==> src/design/mrpt_pkg.sv <==
// Package: shared constants, types and the base table for the prime tester.
package mrpt_pkg;

    localparam int NUMBER_WIDTH_DEF = 63;
    localparam int BASE_COUNT_DEF   = 19;
    localparam int BASE_IDX_W       = 5;
    localparam int QUEUE_DEPTH      = 2;

    // classification handed from front to back
    typedef enum logic [1:0] {
        CLS_PRIME     = 2'd0,
        CLS_COMPOSITE = 2'd1,
        CLS_TEST      = 2'd2
    } cls_t;

    // small prime bases, seven bits each
    function automatic logic [6:0] base_at(input logic [BASE_IDX_W-1:0] idx);
        logic [6:0] v;
        case (idx)
            5'd0:  v = 7'd2;
            5'd1:  v = 7'd3;
            5'd2:  v = 7'd5;
            5'd3:  v = 7'd7;
            5'd4:  v = 7'd11;
            5'd5:  v = 7'd13;
            5'd6:  v = 7'd17;
            5'd7:  v = 7'd19;
            5'd8:  v = 7'd23;
            5'd9:  v = 7'd29;
            5'd10: v = 7'd31;
            5'd11: v = 7'd37;
            5'd12: v = 7'd41;
            5'd13: v = 7'd43;
            5'd14: v = 7'd47;
            5'd15: v = 7'd53;
            5'd16: v = 7'd59;
            5'd17: v = 7'd61;
            5'd18: v = 7'd67;
            default: v = 7'd0;
        endcase
        return v;
    endfunction

endpackage

==> src/design/mrpt_front.sv <==
// Front end: accepts candidates, classifies them and pushes them into a short queue.
module mrpt_front #(
    parameter int NUMBER_WIDTH = mrpt_pkg::NUMBER_WIDTH_DEF,
    parameter int BASE_COUNT   = mrpt_pkg::BASE_COUNT_DEF
) (
    input  logic                    clk,
    input  logic                    rst_n,
    input  logic                    in_valid,
    output logic                    in_stall,
    input  logic [NUMBER_WIDTH-1:0] in_num,
    output logic                    q_valid,
    input  logic                    q_pop,
    output logic [NUMBER_WIDTH-1:0] q_num,
    output mrpt_pkg::cls_t          q_cls
);

    localparam int QD = mrpt_pkg::QUEUE_DEPTH;

    logic [NUMBER_WIDTH-1:0] num_reg [QD];
    mrpt_pkg::cls_t          cls_reg [QD];
    logic                    rd_reg, rd_next, wr_reg, wr_next;
    logic [1:0]              cnt_reg, cnt_next;
    logic                    is_base;
    mrpt_pkg::cls_t          cls_in;
    logic                    push;

    // base match over the configured bases (independent compares)
    always_comb
    begin
        is_base = 1'b0;
        for (int i = 0; i < BASE_COUNT; i++)
        begin
            if (in_num == NUMBER_WIDTH'(mrpt_pkg::base_at(mrpt_pkg::BASE_IDX_W'(i))))
                is_base = 1'b1;
        end
        if (is_base)
            cls_in = mrpt_pkg::CLS_PRIME;
        else if (!in_num[0] || in_num == NUMBER_WIDTH'(1))
            cls_in = mrpt_pkg::CLS_COMPOSITE;
        else
            cls_in = mrpt_pkg::CLS_TEST;
    end

    assign in_stall = (cnt_reg == 2'(QD));
    assign push     = in_valid && !in_stall;
    assign q_valid  = (cnt_reg != 2'd0);
    assign q_num    = num_reg[rd_reg];
    assign q_cls    = cls_reg[rd_reg];

    always_comb
    begin
        rd_next  = rd_reg ^ (q_pop && q_valid);
        wr_next  = wr_reg ^ push;
        cnt_next = cnt_reg + 2'(push) - 2'(q_pop && q_valid);
    end

    // queue storage
    always_ff @(posedge clk)
    begin
        if (push)
        begin
            num_reg[wr_reg] <= in_num;
            cls_reg[wr_reg] <= cls_in;
        end
    end

    always_ff @(posedge clk or negedge rst_n)
    begin
        if (!rst_n)
        begin
            rd_reg  <= 1'b0;
            wr_reg  <= 1'b0;
            cnt_reg <= 2'd0;
        end
        else
        begin
            rd_reg  <= rd_next;
            wr_reg  <= wr_next;
            cnt_reg <= cnt_next;
        end
    end

    a_cnt_bound: assert property (@(posedge clk) disable iff (!rst_n) cnt_reg <= 2'(QD))
        else $error("queue count overflow");
    a_full_stall: assert property (@(posedge clk) disable iff (!rst_n)
        (cnt_reg == 2'(QD)) |-> in_stall) else $error("full queue not stalling");
    a_push_count: assert property (@(posedge clk) disable iff (!rst_n)
        (push && !q_pop) |=> (cnt_reg == $past(cnt_reg) + 2'd1))
        else $error("push lost");

endmodule

==> src/design/mrpt_back.sv <==
// Back end: runs the strong-probable-prime rounds with a bit-serial modular multiplier.
module mrpt_back #(
    parameter int NUMBER_WIDTH = mrpt_pkg::NUMBER_WIDTH_DEF,
    parameter int BASE_COUNT   = mrpt_pkg::BASE_COUNT_DEF
) (
    input  logic                    clk,
    input  logic                    rst_n,
    input  logic                    q_valid,
    output logic                    q_pop,
    input  logic [NUMBER_WIDTH-1:0] q_num,
    input  mrpt_pkg::cls_t          q_cls,
    output logic                    out_valid,
    input  logic                    out_stall,
    output logic                    is_prime
);

    localparam int W  = NUMBER_WIDTH;
    localparam int SW = $clog2(W + 1);
    localparam int BW = mrpt_pkg::BASE_IDX_W;

    typedef enum logic [7:0] {
        ST_IDLE  = 8'b0000_0001,
        ST_INIT  = 8'b0000_0010,
        ST_BASE  = 8'b0000_0100,
        ST_PSTEP = 8'b0000_1000,
        ST_MUL   = 8'b0001_0000,
        ST_CHECK = 8'b0010_0000,
        ST_SQ    = 8'b0100_0000,
        ST_NEXT  = 8'b1000_0000
    } state_t;

    // what the multiplier result feeds into
    typedef enum logic [1:0] {
        M_R   = 2'd0,
        M_B   = 2'd1,
        M_X   = 2'd2
    } mdst_t;

    state_t          st_reg, st_next;
    logic [W-1:0]    n_reg, d_reg, e_reg, r_reg, b_reg;
    logic [W-1:0]    ma_reg, mb_reg, acc_reg;
    logic [SW-1:0]   s_reg, i_reg, bit_reg;
    logic [BW-1:0]   base_reg;
    logic            ok_reg, res_reg, ov_reg;
    mdst_t           dst_reg;
    logic [W:0]      dbl, dbl_red, sum, sum_red;
    logic [W-1:0]    nm1;
    logic            round_done, round_pass, more_sq;

    assign nm1       = n_reg - W'(1);
    assign out_valid = ov_reg;
    assign is_prime  = res_reg;
    assign q_pop     = (st_reg == ST_IDLE) && q_valid && !ov_reg;

    // one shift-add step of r = a*b mod n
    always_comb
    begin
        dbl     = {acc_reg, 1'b0};
        dbl_red = (dbl >= {1'b0, n_reg}) ? dbl - {1'b0, n_reg} : dbl;
        sum     = dbl_red + {1'b0, ma_reg};
        if (!mb_reg[bit_reg[SW-1:0]])
            sum = dbl_red;
        sum_red = (sum >= {1'b0, n_reg}) ? sum - {1'b0, n_reg} : sum;
    end

    always_comb
    begin
        st_next = st_reg;
        case (st_reg)
            ST_IDLE:  if (q_pop) st_next = (q_cls == mrpt_pkg::CLS_TEST) ? ST_INIT : ST_IDLE;
            ST_INIT:  if (d_reg[0]) st_next = ST_BASE;
            ST_BASE:  st_next = ST_PSTEP;
            ST_PSTEP:
            begin
                // a base above the candidate is brought below it first
                if (b_reg < n_reg)
                    st_next = (e_reg == '0) ? ST_CHECK : ST_MUL;
            end
            ST_MUL:   if (bit_reg == '0) st_next = (dst_reg == M_X) ? ST_SQ : ST_PSTEP;
            ST_CHECK: st_next = ST_SQ;
            ST_SQ:    st_next = ST_NEXT;
            ST_NEXT:  st_next = ST_BASE;
            default:  st_next = ST_IDLE;
        endcase
    end

    always_ff @(posedge clk)
    begin
        case (st_reg)
            ST_IDLE:
            begin
                n_reg <= q_num;
                d_reg <= q_num - W'(1);
                s_reg <= '0;
            end
            ST_INIT:
            begin
                if (!d_reg[0])
                begin
                    d_reg <= d_reg >> 1;
                    s_reg <= s_reg + SW'(1);
                end
            end
            ST_BASE:
            begin
                e_reg <= d_reg;
                r_reg <= W'(1);
                b_reg <= W'(mrpt_pkg::base_at(base_reg));
                i_reg <= SW'(1);
            end
            ST_PSTEP:
            begin
                // reduce the base, then r*b when low exponent bit set, else b*b
                if (b_reg >= n_reg)
                    b_reg <= b_reg - n_reg;
                else if (e_reg != '0)
                begin
                    acc_reg <= '0;
                    bit_reg <= SW'(W - 1);
                    if (e_reg[0])
                    begin
                        ma_reg  <= r_reg;
                        mb_reg  <= b_reg;
                        dst_reg <= M_R;
                    end
                    else
                    begin
                        ma_reg  <= b_reg;
                        mb_reg  <= b_reg;
                        dst_reg <= M_B;
                    end
                end
            end
            ST_MUL:
            begin
                acc_reg <= sum_red[W-1:0];
                if (bit_reg != '0)
                    bit_reg <= bit_reg - SW'(1);
                else
                begin
                    case (dst_reg)
                        M_R:
                        begin
                            r_reg <= sum_red[W-1:0];
                            e_reg <= e_reg & ~W'(1);
                        end
                        M_B:
                        begin
                            b_reg <= sum_red[W-1:0];
                            e_reg <= e_reg >> 1;
                        end
                        default: r_reg <= sum_red[W-1:0];
                    endcase
                end
            end
            ST_SQ:
            begin
                // launch of a squaring x*x
                if (more_sq)
                begin
                    ma_reg  <= r_reg;
                    mb_reg  <= r_reg;
                    dst_reg <= M_X;
                    bit_reg <= SW'(W - 1);
                    acc_reg <= '0;
                    i_reg   <= i_reg + SW'(1);
                end
            end
            default: ;
        endcase
    end

    // round decision
    always_comb
    begin
        round_done = 1'b0;
        round_pass = 1'b0;
        more_sq    = 1'b0;
        if (st_reg == ST_SQ)
        begin
            if (i_reg == SW'(1) && (r_reg == W'(1) || r_reg == nm1))
            begin
                round_done = 1'b1;
                round_pass = 1'b1;
            end
            else if (i_reg != SW'(1) && r_reg == nm1)
            begin
                round_done = 1'b1;
                round_pass = 1'b1;
            end
            else if (i_reg != SW'(1) && r_reg == W'(1))
                round_done = 1'b1;
            else if (i_reg >= s_reg)
                round_done = 1'b1;
            else
                more_sq = 1'b1;
        end
    end

    always_ff @(posedge clk or negedge rst_n)
    begin
        if (!rst_n)
        begin
            st_reg   <= ST_IDLE;
            ov_reg   <= 1'b0;
            res_reg  <= 1'b0;
            ok_reg   <= 1'b1;
            base_reg <= '0;
        end
        else
        begin
            if (ov_reg && !out_stall)
                ov_reg <= 1'b0;
            if (st_reg == ST_IDLE && q_pop)
            begin
                base_reg <= '0;
                ok_reg   <= 1'b1;
                if (q_cls != mrpt_pkg::CLS_TEST)
                begin
                    ov_reg  <= 1'b1;
                    res_reg <= (q_cls == mrpt_pkg::CLS_PRIME);
                end
            end
            if (more_sq)
                st_reg <= ST_MUL;
            else if (round_done)
            begin
                if (base_reg == BW'(BASE_COUNT - 1))
                begin
                    st_reg  <= ST_IDLE;
                    ov_reg  <= 1'b1;
                    res_reg <= ok_reg && round_pass;
                end
                else
                begin
                    st_reg   <= ST_BASE;
                    base_reg <= base_reg + BW'(1);
                    ok_reg   <= ok_reg && round_pass;
                end
            end
            else if (st_reg != ST_SQ)
                st_reg <= st_next;
        end
    end

    a_pop_idle: assert property (@(posedge clk) disable iff (!rst_n)
        q_pop |-> (st_reg == ST_IDLE)) else $error("pop while busy");
    a_one_hot: assert property (@(posedge clk) disable iff (!rst_n) $onehot(st_reg))
        else $error("state not one-hot");
    a_hold: assert property (@(posedge clk) disable iff (!rst_n)
        (out_valid && out_stall) |=> (out_valid && $stable(is_prime)))
        else $error("result dropped");

endmodule

==> src/design/miller_rabin_prime_tester.sv <==
// Top level: deterministic Miller-Rabin prime tester with decoupled front and back.
//  channel | dir | handshake             | payload
//  in      | in  | in_valid / in_stall   | candidate[NUMBER_WIDTH-1:0]
//  out     | out | out_valid / out_stall | is_prime
// Trivial candidates (bases, even, one) are answered at the pop without any rounds.
// Tested candidates run all BASE_COUNT rounds, with a subtraction step when a base
// exceeds the candidate; their run time is dominated by the one-bit-per-cycle
// shift-add modular multiplier in the back end.
// Reset clears queue pointers, sequencer state and the result valid.
// A stalled result holds the back end; the two-entry queue keeps taking beats until it is full.
module miller_rabin_prime_tester #(
    parameter int NUMBER_WIDTH = mrpt_pkg::NUMBER_WIDTH_DEF,
    parameter int BASE_COUNT   = mrpt_pkg::BASE_COUNT_DEF
) (
    input  logic                    clk,
    input  logic                    rst_n,
    input  logic                    in_valid,
    output logic                    in_stall,
    input  logic [NUMBER_WIDTH-1:0] candidate,
    output logic                    out_valid,
    input  logic                    out_stall,
    output logic                    is_prime
);

    logic                    q_valid, q_pop;
    logic [NUMBER_WIDTH-1:0] q_num;
    mrpt_pkg::cls_t          q_cls;

    mrpt_front #(.NUMBER_WIDTH(NUMBER_WIDTH), .BASE_COUNT(BASE_COUNT)) u_front (
        .clk(clk), .rst_n(rst_n), .in_valid(in_valid), .in_stall(in_stall),
        .in_num(candidate), .q_valid(q_valid), .q_pop(q_pop), .q_num(q_num), .q_cls(q_cls)
    );

    mrpt_back #(.NUMBER_WIDTH(NUMBER_WIDTH), .BASE_COUNT(BASE_COUNT)) u_back (
        .clk(clk), .rst_n(rst_n), .q_valid(q_valid), .q_pop(q_pop), .q_num(q_num),
        .q_cls(q_cls), .out_valid(out_valid), .out_stall(out_stall), .is_prime(is_prime)
    );

endmodule

==> config.mk <==
export PLATFORM = sky130hd
export DESIGN_NAME = miller_rabin_prime_tester
export DESIGN_NICKNAME = d
export VERILOG_FILES = /design/src/design/mrpt_pkg.sv /design/src/design/mrpt_front.sv /design/src/design/mrpt_back.sv /design/src/design/miller_rabin_prime_tester.sv
export SDC_FILE = /design/constraint.sdc
export NUM_CORES = 2
export LEC_CHECK = 0
export ABC_AREA = 1
export ABC_CLOCK_PERIOD_IN_PS = 10700
export BUFFER_PORTS_ARGS = -buffer_cell sky130_fd_sc_hd__buf_2
export CORE_AREA = 2 2 367 369
export CTS_CLUSTER_DIAMETER = 40
export DETAILED_ROUTE_END_ITERATION = 10
export DIE_AREA = 0 0 369 371
export PLACE_DENSITY_LB_ADDON = 0.15
export SYNTH_ARGS = -nofsm -noshare
export SYNTH_HDL_FRONTEND = slang
export SYNTH_SLANG_ARGS = --single-unit
export TNS_END_PERCENT = 10
==> constraint.sdc <==
create_clock -name clk -period 10.7 [get_ports clk]
set_input_delay 0.535 -clock clk [delete_from_list [all_inputs] [get_ports clk]]
set_output_delay 0.535 -clock clk [all_outputs]
set_load 0.03 [all_outputs]
# Word level (Yosys, flattened, before mapping)
# Memory sizes are Yosys's and may differ from the RTL's.
# Cells that the tools add are included.
[word_totals]
regBits = 544
latchBits = 0
ramBits = 130
mem_bits_ro = 224
in_bits = 67
output_inout_bits = 3
memories = 3
[op_classes]
addsub = 12
n_mul = 0
n_div = 0
magnitude_cmp = 6
eq_ne = 54
shifts = 0
n_mux = 110
bitwise_logic = 2
reduce_logical = 40
[mem_list]
columns = ["name", "words", "width", "read_ports", "rd_clocked_by_memory_dff", "wr", "line_no", "rtl"]
rows = [
  ["(no name shown)", 32, 7, 1, 0, 0, "mrpt_pkg.sv:19", "case (idx)"],
  ["u_front.num_reg", 2, 63, 1, 0, 1, "mrpt_front.sv:19", "logic [NUMBER_WIDTH-1:0] num_reg [QD];"],
  ["u_front.cls_reg", 2, 2, 1, 0, 1, "mrpt_front.sv:20", "mrpt_pkg::cls_t cls_reg [QD];"],
]
[op_table]
columns = ["op", "count"]
rows = [
  ["$mux 63", 17],
  ["$pmux 63 s2", 6],
  ["$eq 63x6->1 const B", 7],
  ["$pmux 63 s3", 2],
  ["$eq 63x5->1 const B", 5],
  ["$ge 64x63->1", 2],
  ["$mux 64", 2],
  ["$eq 63x1->1 const B", 2],
  ["$eq 63x2->1 const B", 2],
  ["$eq 63x3->1 const B", 2],
  ["$eq 63x4->1 const B", 2],
  ["$sub 63x1->63 const B", 2],
  ["$sub 63x63->63", 2],
  ["$add 64x63->64", 1],
  ["$pmux 8 s8", 1],
  ["$sub 64x63->64", 1],
  ["$eq 63x63->1", 1],
  ["$eq 63x7->1 const B", 1],
  ["$ge 63x63->1", 1],
  ["$logic_not 63->1", 1],
  ["$lt 63x63->1", 1],
  ["$reduce_bool 63->1", 1],
  ["$mux 8", 7],
  ["$mux 1", 51],
  ["other kinds (47)", 104],
]

# Depth between registers and ports, before layout
[logic_depth]
ltp_word = 21
depth_mapped = 53

# Cells and area by module
# Synthesis repeated with hierarchy kept, for this count alone.
[unflattened]
hier_cells = 7214
hier_area_um2 = 52090.0
[by_module_without_submodules]
columns = ["mod", "n_inst", "cells_per_inst", "area_per_inst_um2", "seq_area_each_um2"]
rows = [
  ["mrpt_back", 1, 6747, 46717.3, 16138.0],
  ["mrpt_front", 1, 467, 5372.7, 4003.8],
]

# Least setup slack after synthesis
# OpenSTA, ideal clock, no wires.
[synth_path]
path_kind = "register to register"
startpoint = "reg u_back.n_reg[0]"
endpoint = "reg u_back.dst_reg[0] (enable)"
arrival_time_ns = 7.860
required_ns = 10.083
slack_ns = 2.223
path_stages_with_launch = 20
path_cell_list = "edfxtp_1 -> inv_1 -> ha_1 -> nand2_1 -> nor2_1 -> inv_1 -> nor2_1 -> nand3_1 -> nand2_1 -> nand2_1 -> nand3_1 -> nor2_1 -> nand2_1 -> nor2_1 -> nand3_1 -> o211ai_2 -> nand2_1 -> buf_2 -> nand2_1 -> nor2_1"
[synth_via]
elab_chain_len = 8
[synth_rtl]
columns = ["element", "line_no", "rtl"]
rows = [
  ["start, declared", "mrpt_back.sv:40", "logic [W-1:0] n_reg, d_reg, e_reg, r_reg, b_reg;"],
  ["start signal, assigned", "mrpt_back.sv:92", "n_reg <= q_num;"],
  ["$sub 63x1->63", "mrpt_back.sv:50", "assign nm1 = n_reg - W'(1);"],
  ["$eq 63x63->1", "mrpt_back.sv:181, mrpt_back.sv:186", ""],
  ["$logic_and 1x1->1 or $logic_or 1x1->1 (tied branches)", "mrpt_back.sv:186, mrpt_back.sv:181", ""],
  ["$mux 1 or $logic_and 1x1->1 (tied branches)", "mrpt_back.sv:186, mrpt_back.sv:181", ""],
  ["$mux 1", "mrpt_back.sv:181", "if (i_reg == SW'(1) && (r_reg == W'(1) || r_reg == nm1))"],
  ["$mux 1", "mrpt_back.sv:179", "if (st_reg == ST_SQ)"],
  ["$ne 2x1->1 (no line)", "n/a", ""],
  ["$reduce_and 4->1 (no line) (*)", "n/a", ""],
  ["end signal, assigned", "mrpt_back.sv:124", "dst_reg <= M_R;"],
  ["end signal, assigned", "mrpt_back.sv:130", "dst_reg <= M_B;"],
  ["end signal, assigned", "mrpt_back.sv:163", "dst_reg <= M_X;"],
  ["end, declared", "mrpt_back.sv:45", "mdst_t dst_reg;"],
]
# Every way passes the cells marked *; elsewhere a longest branch is shown, timed or not.
# A chain may end at the register's enable or synchronous reset.

# Worst setup path after layout
[layout_path]
startpoint = "reg u_back.n_reg[57]"
endpoint = "reg u_back.acc_reg[26], data pin"
[layout_via]
elab_chain_len = 7
[layout_rtl]
columns = ["element", "line_no", "rtl"]
rows = [
  ["$sub 64x63->64 or $ge 64x63->1 (tied branches)", "mrpt_back.sv:59", "dbl_red = (dbl >= {1'b0, n_reg}) ? dbl - {1'b0, n_reg} : dbl;"],
  ["$mux 64", "mrpt_back.sv:59", ""],
  ["$add 64x63->64", "mrpt_back.sv:60", "sum = dbl_red + {1'b0, ma_reg};"],
  ["$mux 64", "mrpt_back.sv:61", "if (!mb_reg[bit_reg[SW-1:0]])"],
  ["$ge 64x63->1 or $sub 63x63->63 (tied branches)", "mrpt_back.sv:63", "sum_red = (sum >= {1'b0, n_reg}) ? sum - {1'b0, n_reg} : sum;"],
  ["$mux 63 (*)", "mrpt_back.sv:63", ""],
  ["$pmux 63 s3 (*)", "mrpt_back.sv:89", "case (st_reg)"],
  ["end signal, assigned", "mrpt_back.sv:136", "acc_reg <= sum_red[W-1:0];"],
  ["end, declared", "mrpt_back.sv:41", "logic [W-1:0] ma_reg, mb_reg, acc_reg;"],
]
# Marks and branches as above.

==> impl_metrics.csv <==
group,metric,value,unit
run_status,status,"finished, final reports clean",
logic_synthesis,synthFlopType,"edfxtp_1",
power,report.power.total,13.1,mW
clocking,cts_root_buffer,"clkbuf_16",
power,irDropWorstVdd,0.164,mV
global_route,grt_pass1_vias,50922,
sta,fin_crit,9.54,ns
die,die_w,369,um
min_path,worstHoldEndpoint,"u_front.num_reg[1][31]",
power,p_comb_frac,0.442,
setup_path,max_stage_delay,0.62,ns
die,start_util,0.399,
logic_synthesis,avgSynthCellArea,7.26,sq um
sta,rsz0062_at_grt,"false",
sta,hold_viol,0,
logic_synthesis,synth_area,53000,sq um
placed_design,dp_cells,9135,
setup_path,r2r_cells,49,
logic_synthesis,yosys.area.top_type_share,0.371,
global_route,grt_max_degree,129,
detailed_routing,drt-wirelength-per-cell,26.6,um
sta,fin_crit_sh,0.891,
placed_design,dp_slack,1.31,ns
setup_path,r2r_start,"u_back.n_reg[57]",
sta,finClkSkew,0.0748,ns
setup_path,critical_path_required,11.17,ns
detailed_routing,drt_first_pass_iters,8,
finish,final_common_cell,"nand2_1",
die,num_rows,134,
clocking,cts_setup_buffers,0,
logic_synthesis,synth_simple_gate_area_frac,0.283,
global_route,grt_pass1_wl,349000,um
clocking,h-tree-depth,3,
power,leakage,26.9,nW
detailed_routing,vias,52494,
clocking,cts_buffers,110,
placed_design,place_congestion,0.991,
detailed_routing,viasPerCell,5.58,
logic_synthesis,synth_compound_area_frac,0.139,
setup_path,r2r_slack,1.16,ns
setup_path,slowest_stage,"nor3_1",
detailed_routing,wl,250000,um
detailed_routing,drc,0,
sta,finalSetupTns,0,ns
logic_synthesis,synth_nets,7637,
detailed_routing,drt_iter0_markers,5650,
placed_design,port_buffers,69,
finish,final_cell_mix,"1,659 x nand2_1, 1,069 x inv_1, 837 x nor2_1",
placed_design,dpl.hpwl,208000,um
logic_synthesis,yosysUniqueCellTypes,74,
sta,final_max_slew_viol_count,0,
global_route,grtUsageTotal,0.357,
logic_synthesis,synthCells,7290,
global_route,overflow,0,
clocking,insertion_delay,0.77,ns
sta,tightest_slew,1.41,ns
power,p_sw_frac,0.439,
logic_synthesis,synthArstFlopShare,0.0297,
setup_path,crit_top_cell,"nand2_1",
clocking,clk_path_buf_depth,3,
finish,layoutNonFillerInstCount,9402,
finish,drive_gt1_frac,0.0767,
logic_synthesis,synthAdderAreaFrac,0.0667,
global_route,antenna_found_initial,11,
logic_synthesis,synth_edf_count,654,
setup_path,cp.arrival,10.01,ns
setup_path,path_class,"reg2reg",
power,internal-power,7.37,mW
sta,slew_headroom,0.0524,
die,fp.dieH,371,um
logic_synthesis,synthTopCellsByArea,"edfxtp_1 37%, nand2_1 12%, inv_1 7.6%",
detailed_routing,ant_nets,0,
setup_path,startpoint_type,"flop",
clocking,cts.clk_slew.worst_paths,0.05,ns
min_path,hold_path_depth,1,
power,p_seq_frac,0.282,
setup_path,cp_max_fo,57,
logic_synthesis,synth_top_family_by_area,"simple AND/OR/NAND/NOR gates",
die,dieArea,137000,sq um
run,drv_cap,0,
logic_synthesis,ys_ff_latch,674,
clocking,cts_tree,"yes",
logic_synthesis,synth_top_area_cell,"edfxtp_1",
setup_path,r2r_end,"u_back.acc_reg[26]",
logic_synthesis,ys_warn_count,0,
min_path,holdCritStartpoint,"candidate[31]",
finish,largest_reg_flops,126,
logic_synthesis,synthMuxAreaShare,0.00189,
die,core,133000,sq um
clocking,clock-sinks,674,
setup_path,endpoint_kind,"flop",
finish,nets,7883,
min_path,hold_path.class,"in2reg",
sta,fin_hold_ws,0.0372,ns
power,p_sw,5.77,mW
power,p_clk_frac,0.276,
power,p_per_area,217,nW/um^2
sta,max_freq,105,MHz
die,num_io_pins,70,
logic_synthesis,yosys.area_share.xor_xnor,0.0375,
logic_synthesis,synth-seq-area-share,0.380,
finish,area_growth,14.6,%
sta,setup_ws,1.16,ns
sta,finalSetupViolations,0,
==> worst max-delay path by stage <==
stage	startpoint	to	slack (ns)
after floorplan	u_back.n_reg[0]	u_back.dst_reg[0]	2.22
after global routing	u_back.n_reg[55]	u_back.b_reg[36]	0.66
after CTS	u_back.n_reg[57]	u_back.acc_reg[26]	1.26
final	u_back.n_reg[57]	u_back.acc_reg[26]	1.16
after detailed placement	u_back.n_reg[57]	u_back.b_reg[60]	1.31
after global placement	u_back.n_reg[57]	u_back.acc_reg[62]	1.06
==> what timing repair did <==
action,4_1_cts,5_1_grt
gates resized for setup,0,0
endpoints found under the hold margin,128,0
hold buffers,57,0
setup endpoints to repair,0,0
==> per-stage QoR <==
stage / instance area (sq um) / util
final: 60700 / 0.457
after global routing: 60700 / 0.457
after CTS: 60700 / 0.457
after detailed placement: 56300 / 0.424
after global placement: 56300 / 0.424
after floorplan: 53000 / -
==> cell families (layout without fill, tap and decap cells) <==
family / after synthesis / in the layout
buffers and inverters: 1261 / 1601
other: 1 / 5
flip-flops: 674 / 674
AO/OA/AOI/OAI: 1359 / 1359
adder cells (fa/ha/maj): 280 / 280
multiplexers: 10 / 10
AND/OR/NAND/NOR: 3486 / 3486
XOR/XNOR: 219 / 219
==> critical path, delay by kind of cell (launching register included) <==
family	cells	cell delay, ns
buf+inv	13	1.76
compound gates	3	0.48
simple gates	30	5.42
fa+ha+maj	3	1.15
flops	1	0.41
==> per-layer routing <==
layer | vias up | GRT usage | share of wire
li1 | 25006 | - | -
met1 | 24799 | 0.451 | 0.41
met2 | 2279 | 0.571 | 0.45
met3 | 408 | 0.0782 | 0.085
met4 | 2 | 0.190 | 0.060
met5 | - | 0 | 0.000036
==> synth_stat cells, types with 7 or more instances <==
library cell  number
clkbuf_1          99
mux2i_1           10
xor2_1           107
o21bai_1          29
o21ai_0          607
nand4_1          166
nor3_1            78
nand3b_1          33
nor4_1            67
o21a_1            24
a21oi_1          478
inv_2             35
xnor2_1          107
nand2_1         1664
a31oi_1           47
buf_1             13
ha_1             276
a21boi_0          16
o211ai_1          14
o21ai_1           37
edfxtp_1         654
nand3_1          475
buf_2             31
dfrtp_1           18
or2_0             14
or2_1             19
o21ai_2            9
nor2_2            13
a21o_1            29
inv_1           1070
or2_2             67
o22ai_1           19
and3_1            12
clkinv_1           7
nor2_1           841
==> power by group through the flow <==
stage | Combinational (mW) | Sequential (mW) | Clock [mW]
finish | 5.81 | 3.71 | 3.63
global route | 6.31 | 3.75 | 3.78
CTS | 5.68 | 3.70 | 3.66
detailed placement | 5.63 | 3.75 | 0
global placement | 5.66 | 3.74 | 0
floorplan | 3.59 | 3.67 | 0
==> layout make-up <==
type	instances	area (sq um)
fillers	13666	72100
multi-input cells	5355	28100
flip-flops and latches	674	20100
inverters	1112	4180
clock buffers	128	2910
repair buffers	283	2220
well taps	1768	2210
clock inverters	78	883
diodes	4	10.0
No activity file was read; power rests on OpenSTA's default activity.
